===== config.mk =====
export PLATFORM = sky130hd
export DESIGN_NAME = two_point_linear_calibration_unit
export DESIGN_NICKNAME = d
export VERILOG_FILES = /design/src/sv/tplc_pkg.sv /design/src/sv/two_point_linear_calibration_unit.sv
export SDC_FILE = /design/constraint.sdc
export NUM_CORES = 2
export LEC_CHECK = 0
export BUFFER_PORTS_ARGS = -buffer_cell sky130_fd_sc_hd__buf_4
export CORE_MARGIN = 2
export CORE_UTILIZATION = 30
export DETAILED_ROUTE_END_ITERATION = 8
export PLACE_DENSITY_LB_ADDON = 0.15
export SKIP_CTS_REPAIR_TIMING = 1
export SLEW_MARGIN = 20
export SYNTH_ARGS = -nofsm -noshare
export SYNTH_HDL_FRONTEND = slang
export SYNTH_SLANG_ARGS = --single-unit

===== constraint.sdc =====
create_clock -name clk -period 45.9 [get_ports clk]
set_input_delay 4.59 -clock clk [delete_from_list [all_inputs] [get_ports clk]]
set_output_delay 4.59 -clock clk [all_outputs]
set_load 0.02 [all_outputs]

===== src/sv/tplc_pkg.sv =====
// Package with the shared types and constants of the two-point calibration unit.
`timescale 1ns / 1ps
package tplc_pkg;

  localparam int TARGET_COUNT_DEF  = 4;
  localparam int VALUE_BITS_DEF    = 48;
  localparam int FRACTION_BITS_DEF = 16;

  // Multiplier digit consumed per cycle.
  localparam int DIGIT_BITS = 8;

  localparam int DEFAULT_REGS = 4;
  localparam logic [63:0] GAIN_RESET [DEFAULT_REGS] = '{
    64'd69905, 64'd1258271, 64'd983040000, 64'd54613333
  };

  typedef enum logic [1:0] {
    ACT_APPLY  = 2'd0,
    ACT_RECORD = 2'd1,
    ACT_COMMIT = 2'd2,
    ACT_RESET  = 2'd3
  } action_t;

  typedef enum logic [1:0] {
    STAT_OK      = 2'd0,
    STAT_BAD     = 2'd1,
    STAT_MISSING = 2'd2,
    STAT_DEGEN   = 2'd3
  } status_t;

  typedef enum logic [3:0] {
    S_IDLE,
    S_LOAD,
    S_MSET,
    S_MUL,
    S_MRND,
    S_DIV,
    S_DFIN,
    S_FIN,
    S_DONE
  } state_t;

endpackage


===== src/sv/two_point_linear_calibration_unit.sv =====
// Top level of the two-point gain and offset calibration unit.
`timescale 1ns / 1ps
// Each item names a target and an action. Apply returns gain*x+offset in signed
// fixed point, record stores one of the two points of a target, commit fits the
// line through both points and reset loads the target's default gain. Items are
// handled one at a time. Record, reset and any item with a bad target go straight to
// the output register; a commit that fails stops after the memory read; apply runs
// the digit-serial multiplier and rounds, and a successful commit runs the restoring
// divider that forms the gain, then the multiplier for the offset. A new item is taken
// while the previous result waits in the output register. Gain, offset and the x and y
// points each live in a memory of their own; all are read into registers as the item
// is accepted. Default gain writes take effect on the next reset action.
module two_point_linear_calibration_unit
  import tplc_pkg::*;
#(
  parameter int TARGET_COUNT  = TARGET_COUNT_DEF,
  parameter int VALUE_BITS    = VALUE_BITS_DEF,
  parameter int FRACTION_BITS = FRACTION_BITS_DEF
) (
  input  logic clk,
  input  logic rst,
  input  logic s_tvalid,
  output logic s_tready,
  // target, point_index, x_value, y_value, zero fill
  input  logic [((2*VALUE_BITS+4+7)/8)*8-1:0] s_tdata,
  // action
  input  logic [1:0] s_tuser,
  output logic m_tvalid,
  input  logic m_tready,
  // result_value, zero fill
  output logic [((VALUE_BITS+7)/8)*8-1:0] m_tdata,
  // status, calibrated
  output logic [2:0] m_tuser,
  input  logic cfg_valid,
  output logic cfg_ready,
  input  logic [1:0] cfg_index,
  input  logic [VALUE_BITS-1:0] cfg_data
);

  localparam int VB  = VALUE_BITS;
  localparam int FB  = FRACTION_BITS;
  localparam int TC  = TARGET_COUNT;
  localparam int TAW = (TC > 1) ? $clog2(TC) : 1;
  localparam int PAW = $clog2(2*TC);
  localparam int ND  = (VB + DIGIT_BITS - 1) / DIGIT_BITS;
  localparam int MB  = ND * DIGIT_BITS;
  localparam int NB  = VB + 1 + FB;
  localparam int DB  = VB + 1;
  localparam int CW  = $clog2(NB + 1);
  localparam int PW  = 2*VB + 1;
  localparam int SW  = 2*VB + 2;
  localparam int ODW = ((VB+7)/8)*8;

  localparam logic [VB-1:0] VMIN = {1'b1, {(VB-1){1'b0}}};
  localparam logic [VB-1:0] VMAX = {1'b0, {(VB-1){1'b1}}};
  localparam logic signed [PW-1:0] HALF = PW'(1) << (FB-1);

  state_t state, state_next;

  // Input unpacking.
  action_t in_action;
  logic [2:0] in_target;
  logic in_pidx;
  logic [VB-1:0] in_x, in_y;
  logic in_accept, in_bad;

  assign in_action = action_t'(s_tuser);
  assign in_target = s_tdata[2:0];
  assign in_pidx   = s_tdata[3];
  assign in_x      = s_tdata[4 +: VB];
  assign in_y      = s_tdata[4+VB +: VB];
  assign in_accept = s_tvalid && s_tready;
  assign in_bad    = ({1'b0, in_target} >= 4'(TC));

  // Memories.
  logic [VB-1:0] gain_mem [TC];
  logic [VB-1:0] off_mem  [TC];
  logic [VB-1:0] px_mem   [2*TC];
  logic [VB-1:0] py_mem   [2*TC];

  logic [TC-1:0]   cal_valid;
  logic [2*TC-1:0] point_present;
  logic            calibrated;
  logic [VB-1:0]   default_gain [DEFAULT_REGS];

  // Item registers.
  action_t act;
  logic [2:0] tgt;
  logic [VB-1:0] x_r;
  logic [VB-1:0] rd_gain, rd_off, rd_x0, rd_x1, rd_y0, rd_y1;
  logic gv, pv0, pv1;
  logic [VB-1:0] op_a, op_b, gain_r;
  logic [VB-1:0] ma;
  logic [MB-1:0] mb;
  logic mneg;
  logic [2*MB-1:0] acc;
  logic [CW-1:0] cnt;
  logic signed [PW-1:0] prod_r;
  logic [NB-1:0] num_q;
  logic [DB-1:0] rem, den;
  logic qneg;
  logic [VB-1:0] res_value;
  status_t res_status;

  // Combinational datapath pieces.
  logic [VB-1:0] gain_eff, off_eff, abs_a, abs_b;
  logic signed [DB-1:0] dx, dy;
  logic [DB-1:0] abs_dx, abs_dy;
  logic [DB:0] rs;
  logic rs_ge;
  logic [NB:0] q1;
  logic q_over;
  logic [VB-1:0] gain_sat;
  logic signed [PW-1:0] pm;
  logic signed [SW-1:0] fsum;
  logic [SW-VB:0] fhi;
  logic [VB-1:0] fsat;

  always_comb begin
    gain_eff = gv ? rd_gain : VB'(GAIN_RESET[tgt[1:0]]);
    off_eff  = gv ? rd_off : '0;
    abs_a    = op_a[VB-1] ? (~op_a + 1'b1) : op_a;
    abs_b    = op_b[VB-1] ? (~op_b + 1'b1) : op_b;
    dx       = $signed({rd_x1[VB-1], rd_x1}) - $signed({rd_x0[VB-1], rd_x0});
    dy       = $signed({rd_y1[VB-1], rd_y1}) - $signed({rd_y0[VB-1], rd_y0});
    abs_dx   = dx[DB-1] ? DB'(-dx) : DB'(dx);
    abs_dy   = dy[DB-1] ? DB'(-dy) : DB'(dy);
    rs       = {rem, num_q[NB-1]};
    rs_ge    = (rs >= {1'b0, den});
    q1       = {1'b0, num_q} + (NB+1)'(({rem, 1'b0} >= {1'b0, den}));
    if (qneg) begin
      q_over   = (|q1[NB:VB]) || (q1[VB-1] && (|q1[VB-2:0]));
      gain_sat = q_over ? VMIN : (~q1[VB-1:0] + 1'b1);
    end else begin
      q_over   = |q1[NB:VB-1];
      gain_sat = q_over ? VMAX : q1[VB-1:0];
    end
    pm = $signed(PW'(acc[2*VB-1:0]));
    if (act == ACT_COMMIT) begin
      fsum = $signed(SW'($signed(rd_y0))) - $signed(SW'(prod_r));
    end else begin
      fsum = $signed(SW'(prod_r)) + $signed(SW'($signed(off_eff)));
    end
    fhi = fsum[SW-1:VB-1];
    if (fsum[SW-1] && !(&fhi)) begin
      fsat = VMIN;
    end else if (!fsum[SW-1] && (|fhi)) begin
      fsat = VMAX;
    end else begin
      fsat = fsum[VB-1:0];
    end
  end

  // Next state.
  always_comb begin
    state_next = state;
    case (state)
      S_IDLE: begin
        if (in_accept) begin
          if (in_bad || in_action == ACT_RECORD || in_action == ACT_RESET) begin
            state_next = S_DONE;
          end else begin
            state_next = S_LOAD;
          end
        end
      end
      S_LOAD: begin
        if (act == ACT_APPLY) begin
          state_next = S_MSET;
        end else if (pv0 && pv1 && rd_x0 != rd_x1) begin
          state_next = S_DIV;
        end else begin
          state_next = S_DONE;
        end
      end
      S_MSET: state_next = S_MUL;
      S_MUL:  if (cnt == '0) state_next = S_MRND;
      S_MRND: state_next = S_FIN;
      S_DIV:  if (cnt == '0) state_next = S_DFIN;
      S_DFIN: state_next = S_MSET;
      S_FIN:  state_next = S_DONE;
      S_DONE: if (!m_tvalid || m_tready) state_next = S_IDLE;
      default: state_next = S_IDLE;
    endcase
  end

  // Handshake outputs.
  always_comb begin
    s_tready  = (state == S_IDLE);
    cfg_ready = 1'b1;
  end

  // Control state.
  always_ff @(posedge clk) begin
    if (rst) begin
      state         <= S_IDLE;
      m_tvalid      <= 1'b0;
      cal_valid     <= '0;
      point_present <= '0;
      calibrated    <= 1'b0;
      for (int i = 0; i < DEFAULT_REGS; i++) begin
        default_gain[i] <= VB'(GAIN_RESET[i]);
      end
    end else begin
      state <= state_next;
      if (cfg_valid && cfg_ready) begin
        default_gain[cfg_index] <= cfg_data;
      end
      if (in_accept && !in_bad && in_action == ACT_RECORD) begin
        point_present[PAW'({in_target, in_pidx})] <= 1'b1;
      end
      if (in_accept && !in_bad && in_action == ACT_RESET) begin
        cal_valid[TAW'(in_target)] <= 1'b1;
      end
      if (state == S_FIN && act == ACT_COMMIT) begin
        cal_valid[TAW'(tgt)] <= 1'b1;
        calibrated <= 1'b1;
      end
      if (state == S_DONE && (!m_tvalid || m_tready)) begin
        m_tvalid <= 1'b1;
      end else if (m_tready) begin
        m_tvalid <= 1'b0;
      end
    end
  end

  // Memories and datapath.
  always_ff @(posedge clk) begin
    if (in_accept && !in_bad && in_action == ACT_RECORD) begin
      px_mem[PAW'({in_target, in_pidx})] <= in_x;
      py_mem[PAW'({in_target, in_pidx})] <= in_y;
    end
    if (in_accept && !in_bad && in_action == ACT_RESET) begin
      gain_mem[TAW'(in_target)] <= default_gain[in_target[1:0]];
      off_mem[TAW'(in_target)]  <= '0;
    end else if (state == S_FIN && act == ACT_COMMIT) begin
      gain_mem[TAW'(tgt)] <= gain_r;
      off_mem[TAW'(tgt)]  <= fsat;
    end

    case (state)
      S_IDLE: begin
        if (in_accept) begin
          act     <= in_action;
          tgt     <= in_target;
          x_r     <= in_x;
          rd_gain <= gain_mem[TAW'(in_target)];
          rd_off  <= off_mem[TAW'(in_target)];
          rd_x0   <= px_mem[PAW'({in_target, 1'b0})];
          rd_x1   <= px_mem[PAW'({in_target, 1'b1})];
          rd_y0   <= py_mem[PAW'({in_target, 1'b0})];
          rd_y1   <= py_mem[PAW'({in_target, 1'b1})];
          gv      <= cal_valid[TAW'(in_target)];
          pv0     <= point_present[PAW'({in_target, 1'b0})];
          pv1     <= point_present[PAW'({in_target, 1'b1})];
          if (in_bad) begin
            res_status <= STAT_BAD;
            res_value  <= (in_action == ACT_APPLY) ? in_x : '0;
          end else begin
            res_status <= STAT_OK;
            res_value  <= '0;
          end
        end
      end
      S_LOAD: begin
        op_a  <= gain_eff;
        op_b  <= x_r;
        den   <= abs_dx;
        num_q <= NB'(abs_dy) << FB;
        rem   <= '0;
        qneg  <= dx[DB-1] ^ dy[DB-1];
        cnt   <= CW'(NB - 1);
        if (act == ACT_COMMIT) begin
          if (!(pv0 && pv1)) begin
            res_status <= STAT_MISSING;
          end else if (rd_x0 == rd_x1) begin
            res_status <= STAT_DEGEN;
          end
        end
      end
      S_MSET: begin
        ma   <= abs_a;
        mb   <= MB'(abs_b);
        mneg <= op_a[VB-1] ^ op_b[VB-1];
        acc  <= '0;
        cnt  <= CW'(ND - 1);
      end
      S_MUL: begin
        acc <= (acc << DIGIT_BITS) + (2*MB)'(ma * mb[MB-1 -: DIGIT_BITS]);
        mb  <= mb << DIGIT_BITS;
        cnt <= cnt - 1'b1;
      end
      S_MRND: begin
        prod_r <= ((mneg ? -pm : pm) + HALF) >>> FB;
      end
      S_DIV: begin
        rem   <= rs_ge ? DB'(rs - {1'b0, den}) : DB'(rs);
        num_q <= {num_q[NB-2:0], rs_ge};
        cnt   <= cnt - 1'b1;
      end
      S_DFIN: begin
        gain_r <= gain_sat;
        op_a   <= gain_sat;
        op_b   <= rd_x0;
      end
      S_FIN: begin
        if (act == ACT_APPLY) begin
          res_value <= fsat;
        end
      end
      S_DONE: begin
        if (!m_tvalid || m_tready) begin
          m_tdata <= ODW'(res_value);
          m_tuser <= {calibrated, res_status};
        end
      end
      default: ;
    endcase
  end

endmodule

==> impl_metrics.prom <==
# TYPE chip_impl_metric gauge
chip_impl_info{name="worst_path_max_delay_cell",value="sky130_fd_sc_hd__o21bai_4"} 1
chip_impl_metric{name="finish.cell_count_without_fillers",unit=""} 17600
chip_impl_metric{name="fin_util",unit=""} 0.341
chip_impl_metric{name="synthesis.yosys.warnings",unit=""} 0
chip_impl_metric{name="ys_ff_latch",unit=""} 2395
chip_impl_metric{name="port_buffers",unit=""} 209
chip_impl_info{name="timing.critical_path.cells",value="buf_4 > and2_1 > ha_1 > a21oi_1 > o21ai_0 > a21o_1 > a21oi_1 > a21oi_1 > nor4_1 > nor2_1 > xnor2_1 > mux2i_1 > or4b_1 > or4_1 > or4_1 > o21bai_4 > buf_4 > a22oi_1"} 1
chip_impl_metric{name="drt_pass_1_iters",unit=""} 6
chip_impl_metric{name="drt-initial-drc-count",unit=""} 7859
chip_impl_metric{name="num_rows",unit=""} 245
chip_impl_metric{name="die-area",unit="µm²"} 453000
chip_impl_metric{name="setup_ws",unit="ps"} 36170
chip_impl_info{name="outcome",value="completed"} 1
chip_impl_metric{name="ir_worst_vdd",unit="mV"} 0.0308
chip_impl_info{name="yosys_most_used_dff",value="sky130_fd_sc_hd__edfxtp_1"} 1
chip_impl_metric{name="worst_ep_required_time",unit="ps"} 46350
chip_impl_metric{name="syn_to_final_growth",unit="%"} 13.0
chip_impl_metric{name="worst_margin_pin_slew",unit="ps"} 1360
chip_impl_metric{name="drt-wirelength-per-cell",unit="µm"} 26.5
chip_impl_metric{name="skew",unit="ps"} 112
chip_impl_metric{name="syn_avg_cell_area",unit="µm²"} 11.9
chip_impl_metric{name="place_congestion",unit=""} 0.999
chip_impl_info{name="startpoint_type",value="flip-flop"} 1
chip_impl_metric{name="grt_overflow_total",unit=""} 0
chip_impl_metric{name="ff2ff_setup_slack",unit="ps"} 36170
chip_impl_info{name="most_frequent_cell_after_synthesis",value="sky130_fd_sc_hd__edfxtp_1"} 1
chip_impl_metric{name="critPathBufInv",unit=""} 2
chip_impl_metric{name="postSynthNetCount",unit=""} 12200
chip_impl_metric{name="fmax",unit="GHz"} 0.103
chip_impl_metric{name="ioPinCount",unit=""} 215
chip_impl_metric{name="final-hold-violation-count",unit=""} 0
chip_impl_metric{name="timing.slew.headroom",unit=""} 0.0904
chip_impl_metric{name="finalSetupTns",unit="ps"} 0
chip_impl_metric{name="cts.htree.levels",unit=""} 5
chip_impl_metric{name="drc_errors_left",unit=""} 0
chip_impl_metric{name="global_route_wire_length_before_repair",unit="µm"} 668000
chip_impl_metric{name="final_max_slew_viol_count",unit=""} 0
chip_impl_metric{name="sequential_share_of_the_synthesized_area",unit=""} 0.534
chip_impl_metric{name="worst_skew_late_latency",unit="ps"} 960
chip_impl_metric{name="syn_area",unit="µm²"} 134000
chip_impl_metric{name="grt.total_usage",unit=""} 0.201
chip_impl_info{name="setup_repair_after_global_routing_missed_its_margin",value="false"} 1
chip_impl_info{name="synth_top_cell_by_area",value="sky130_fd_sc_hd__edfxtp_1"} 1
chip_impl_info{name="hold_path.class",value="reg2reg"} 1
chip_impl_metric{name="hpwl",unit="µm"} 341000
chip_impl_metric{name="number_of_clock_buffers_inserted_by_tritoncts",unit=""} 289
chip_impl_metric{name="cp_max_fo",unit=""} 65
chip_impl_metric{name="ys_types",unit=""} 121
chip_impl_info{name="endpoint_kind",value="flip-flop"} 1
chip_impl_metric{name="cts_num_sinks",unit=""} 2395
chip_impl_metric{name="grt_pass1_vias",unit=""} 93400
chip_impl_metric{name="post-synth-top-area-fraction",unit=""} 0.532
chip_impl_metric{name="maxCapViolations",unit=""} 0
chip_impl_metric{name="core_area",unit="µm²"} 445000
chip_impl_metric{name="post_route_cell_area",unit="µm²"} 152000
chip_impl_metric{name="vias",unit=""} 92200
chip_impl_metric{name="placed_cell_area",unit="µm²"} 143000
chip_impl_metric{name="clk_pin_slew",unit="ps"} 50
chip_impl_metric{name="maximum_number_of_pins_on_one_net_before_global_route_repair",unit=""} 145
chip_impl_metric{name="die_h",unit="µm"} 673
chip_impl_metric{name="chipWidth",unit="µm"} 673
chip_impl_metric{name="finalWirelength",unit="µm"} 466000
chip_impl_info{name="timing_worst_setup_path_type",value="reg2reg"} 1
chip_impl_metric{name="initial_core_util",unit=""} 0.301
chip_impl_metric{name="setup_violations",unit=""} 0
chip_impl_metric{name="ant_nets",unit=""} 0
chip_impl_metric{name="max-clock-path-buffers",unit=""} 4
chip_impl_info{name="synth.top_cells.by_area",value="sky130_fd_sc_hd__edfxtp_1 (53%), sky130_fd_sc_hd__mux4_2 (5.7%), sky130_fd_sc_hd__fa_1 (4.9%), sky130_fd_sc_hd__ha_1 (3.8%), sky130_fd_sc_hd__nand2_1 (3.0%)"} 1
chip_impl_metric{name="placement.setup.worst_slack",unit="ps"} 36300
chip_impl_info{name="category_of_cells_accounting_for_the_largest_share_of_critical_path_delay",value="compound AO/OA/AOI/OAI gates"} 1
chip_impl_metric{name="dpl.cell_count",unit=""} 17100
chip_impl_info{name="cp_common_cell",value="sky130_fd_sc_hd__a21oi_1"} 1
chip_impl_metric{name="antenna_found_initial",unit=""} 61
chip_impl_metric{name="fin_crit_sh",unit=""} 0.212
chip_impl_metric{name="postSynth.asyncResetShare",unit=""} 0
chip_impl_metric{name="final_layout_size_suffix_gt1_frac",unit=""} 0.107
chip_impl_metric{name="cell_count_after_synthesis",unit=""} 11300
chip_impl_metric{name="detail_route.vias_per_cell",unit=""} 5.24
chip_impl_info{name="cts_root_buffer",value="sky130_fd_sc_hd__clkbuf_16"} 1
chip_impl_metric{name="finalWorstPathRequiredPeriod",unit="ps"} 9730
chip_impl_metric{name="power_density",unit="nW/µm²"} 36.3
chip_impl_metric{name="leakage",unit="nW"} 54.2
chip_impl_metric{name="final_nets",unit=""} 12300
chip_impl_info{name="netlist_top_cells_count",value="sky130_fd_sc_hd__edfxtp_1 (2,377), sky130_fd_sc_hd__nand2_1 (1,055), sky130_fd_sc_hd__a21oi_1 (779), sky130_fd_sc_hd__inv_1 (747), sky130_fd_sc_hd__nor2_1 (747)"} 1
chip_impl_metric{name="number_of_enable_type_register_cells_in_the_synthesized_netlist",unit=""} 2377
chip_impl_metric{name="critical-path-max-stage-delay",unit="ps"} 870
chip_impl_info{name="clock_tree_from_tritoncts",value="built"} 1
chip_impl_metric{name="crit_arrival",unit="ps"} 10190
sequential cells by signal, summed over array words and instances, names as in the netlist, 49 cells and up:
name / flops
px_mem: 384
py_mem: 384
default_gain: 192
gain_mem: 192
off_mem: 192
acc: 96
prod_r: 81
num_q: 65
den: 49
rem: 49
logic make-up (layout without fill, tap and decap cells):
| group | count (synthesis) | in the layout | synth area share |
|---|---|---|---|
| other | 1 | 15 | 0.0000279 |
| buffers and inverters | 1264 | 1620 | 0.0365 |
| and+or+nand+nor | 3501 | 3501 | 0.129 |
| muxes | 396 | 396 | 0.0612 |
| DFF | 2395 | 2395 | 0.534 |
| AOI/OAI and AO/OA | 2281 | 2281 | 0.104 |
| adders and majority gates | 735 | 735 | 0.0868 |
| xor gates and xnor gates | 723 | 723 | 0.0472 |
cell type report:
class                           count  area (µm²)
Antenna cell                       14        35.0
Clock buffer                      353        7640
Clock inverter                    159        1400
Fill cell                       44100      294000
Inverter                          751        2820
Multi-Input combinational cell   7637       57900
Sequential cell                  2395       71700
Tap cell                         5928        7420
Timing Repair Buffer              357        2750
metal layers:
layer / routed length [µm] / global-route usage / part of all wire / up-vias
met1: 206000 / 0.273 / 0.44 / 47400
met4: 17900 / 0.0707 / 0.038 / 14
met5: 82 / 0 / 0.00018 / -
li1: - / - / - / 41700
met3: 21900 / 0.0222 / 0.047 / 594
met2: 221000 / 0.334 / 0.47 / 2539
per-stage QoR:
step	total power, W	hold slack (ps)
6_report	0.00551	417
5_1_grt	0.00571	423
4_1_cts	0.00558	419
3_5_place_dp	0.00333	406
3_3_place_gp	0.00333	411
2_1_floorplan	0.00304	400
power by group:
part | total [W] | internal [W] | switching, W
Clock | 0.00222 | 0.00127 | 0.000950
Sequential | 0.00253 | 0.00249 | 0.0000359
Combinational | 0.000755 | 0.000254 | 0.000501
cell usage in the layout, fill, tap and decap left out, drive strengths merged, types with 26 or more instances in the layout:
cell type and n:
a22oi 33, clkinv 121, edfxtp 2377, nor3 190, or3 82, or2 42, o21a 60, nor4 75
nor2 749, a21o 217, a211oi 53, a21boi 31, o21bai 62, nor3b 26, fa 328, xor2 293
a31oi 71, nand4 146, a311oi 32, xnor2 430, o21ai 587, mux2i 47, ha 406, and3 102
clkbuf 354, o41ai 29, o211ai 41, a21oi 779, mux4 339, nand2 1056, buf 356, inv 761
nor2b 59, and2 530, nand3 207, nand2b 105, o31ai 82, or4 41, and4 28
path summary, 6_finish.rpt:
path | cells past startpoint | startpoint | to
worst max-delay path | 18 | gv$_DFFE_PP_ | res_value[23]$_DFFE_PP_
worst min-delay path | 0 | res_value[7]$_DFFE_PP_ | m_tdata[7]$_DFFE_PP_
worst max register to register | 18 | gv$_DFFE_PP_ | res_value[23]$_DFFE_PP_
worst min register to register | 0 | res_value[7]$_DFFE_PP_ | m_tdata[7]$_DFFE_PP_
No activity file was read; power rests on OpenSTA's default activity.
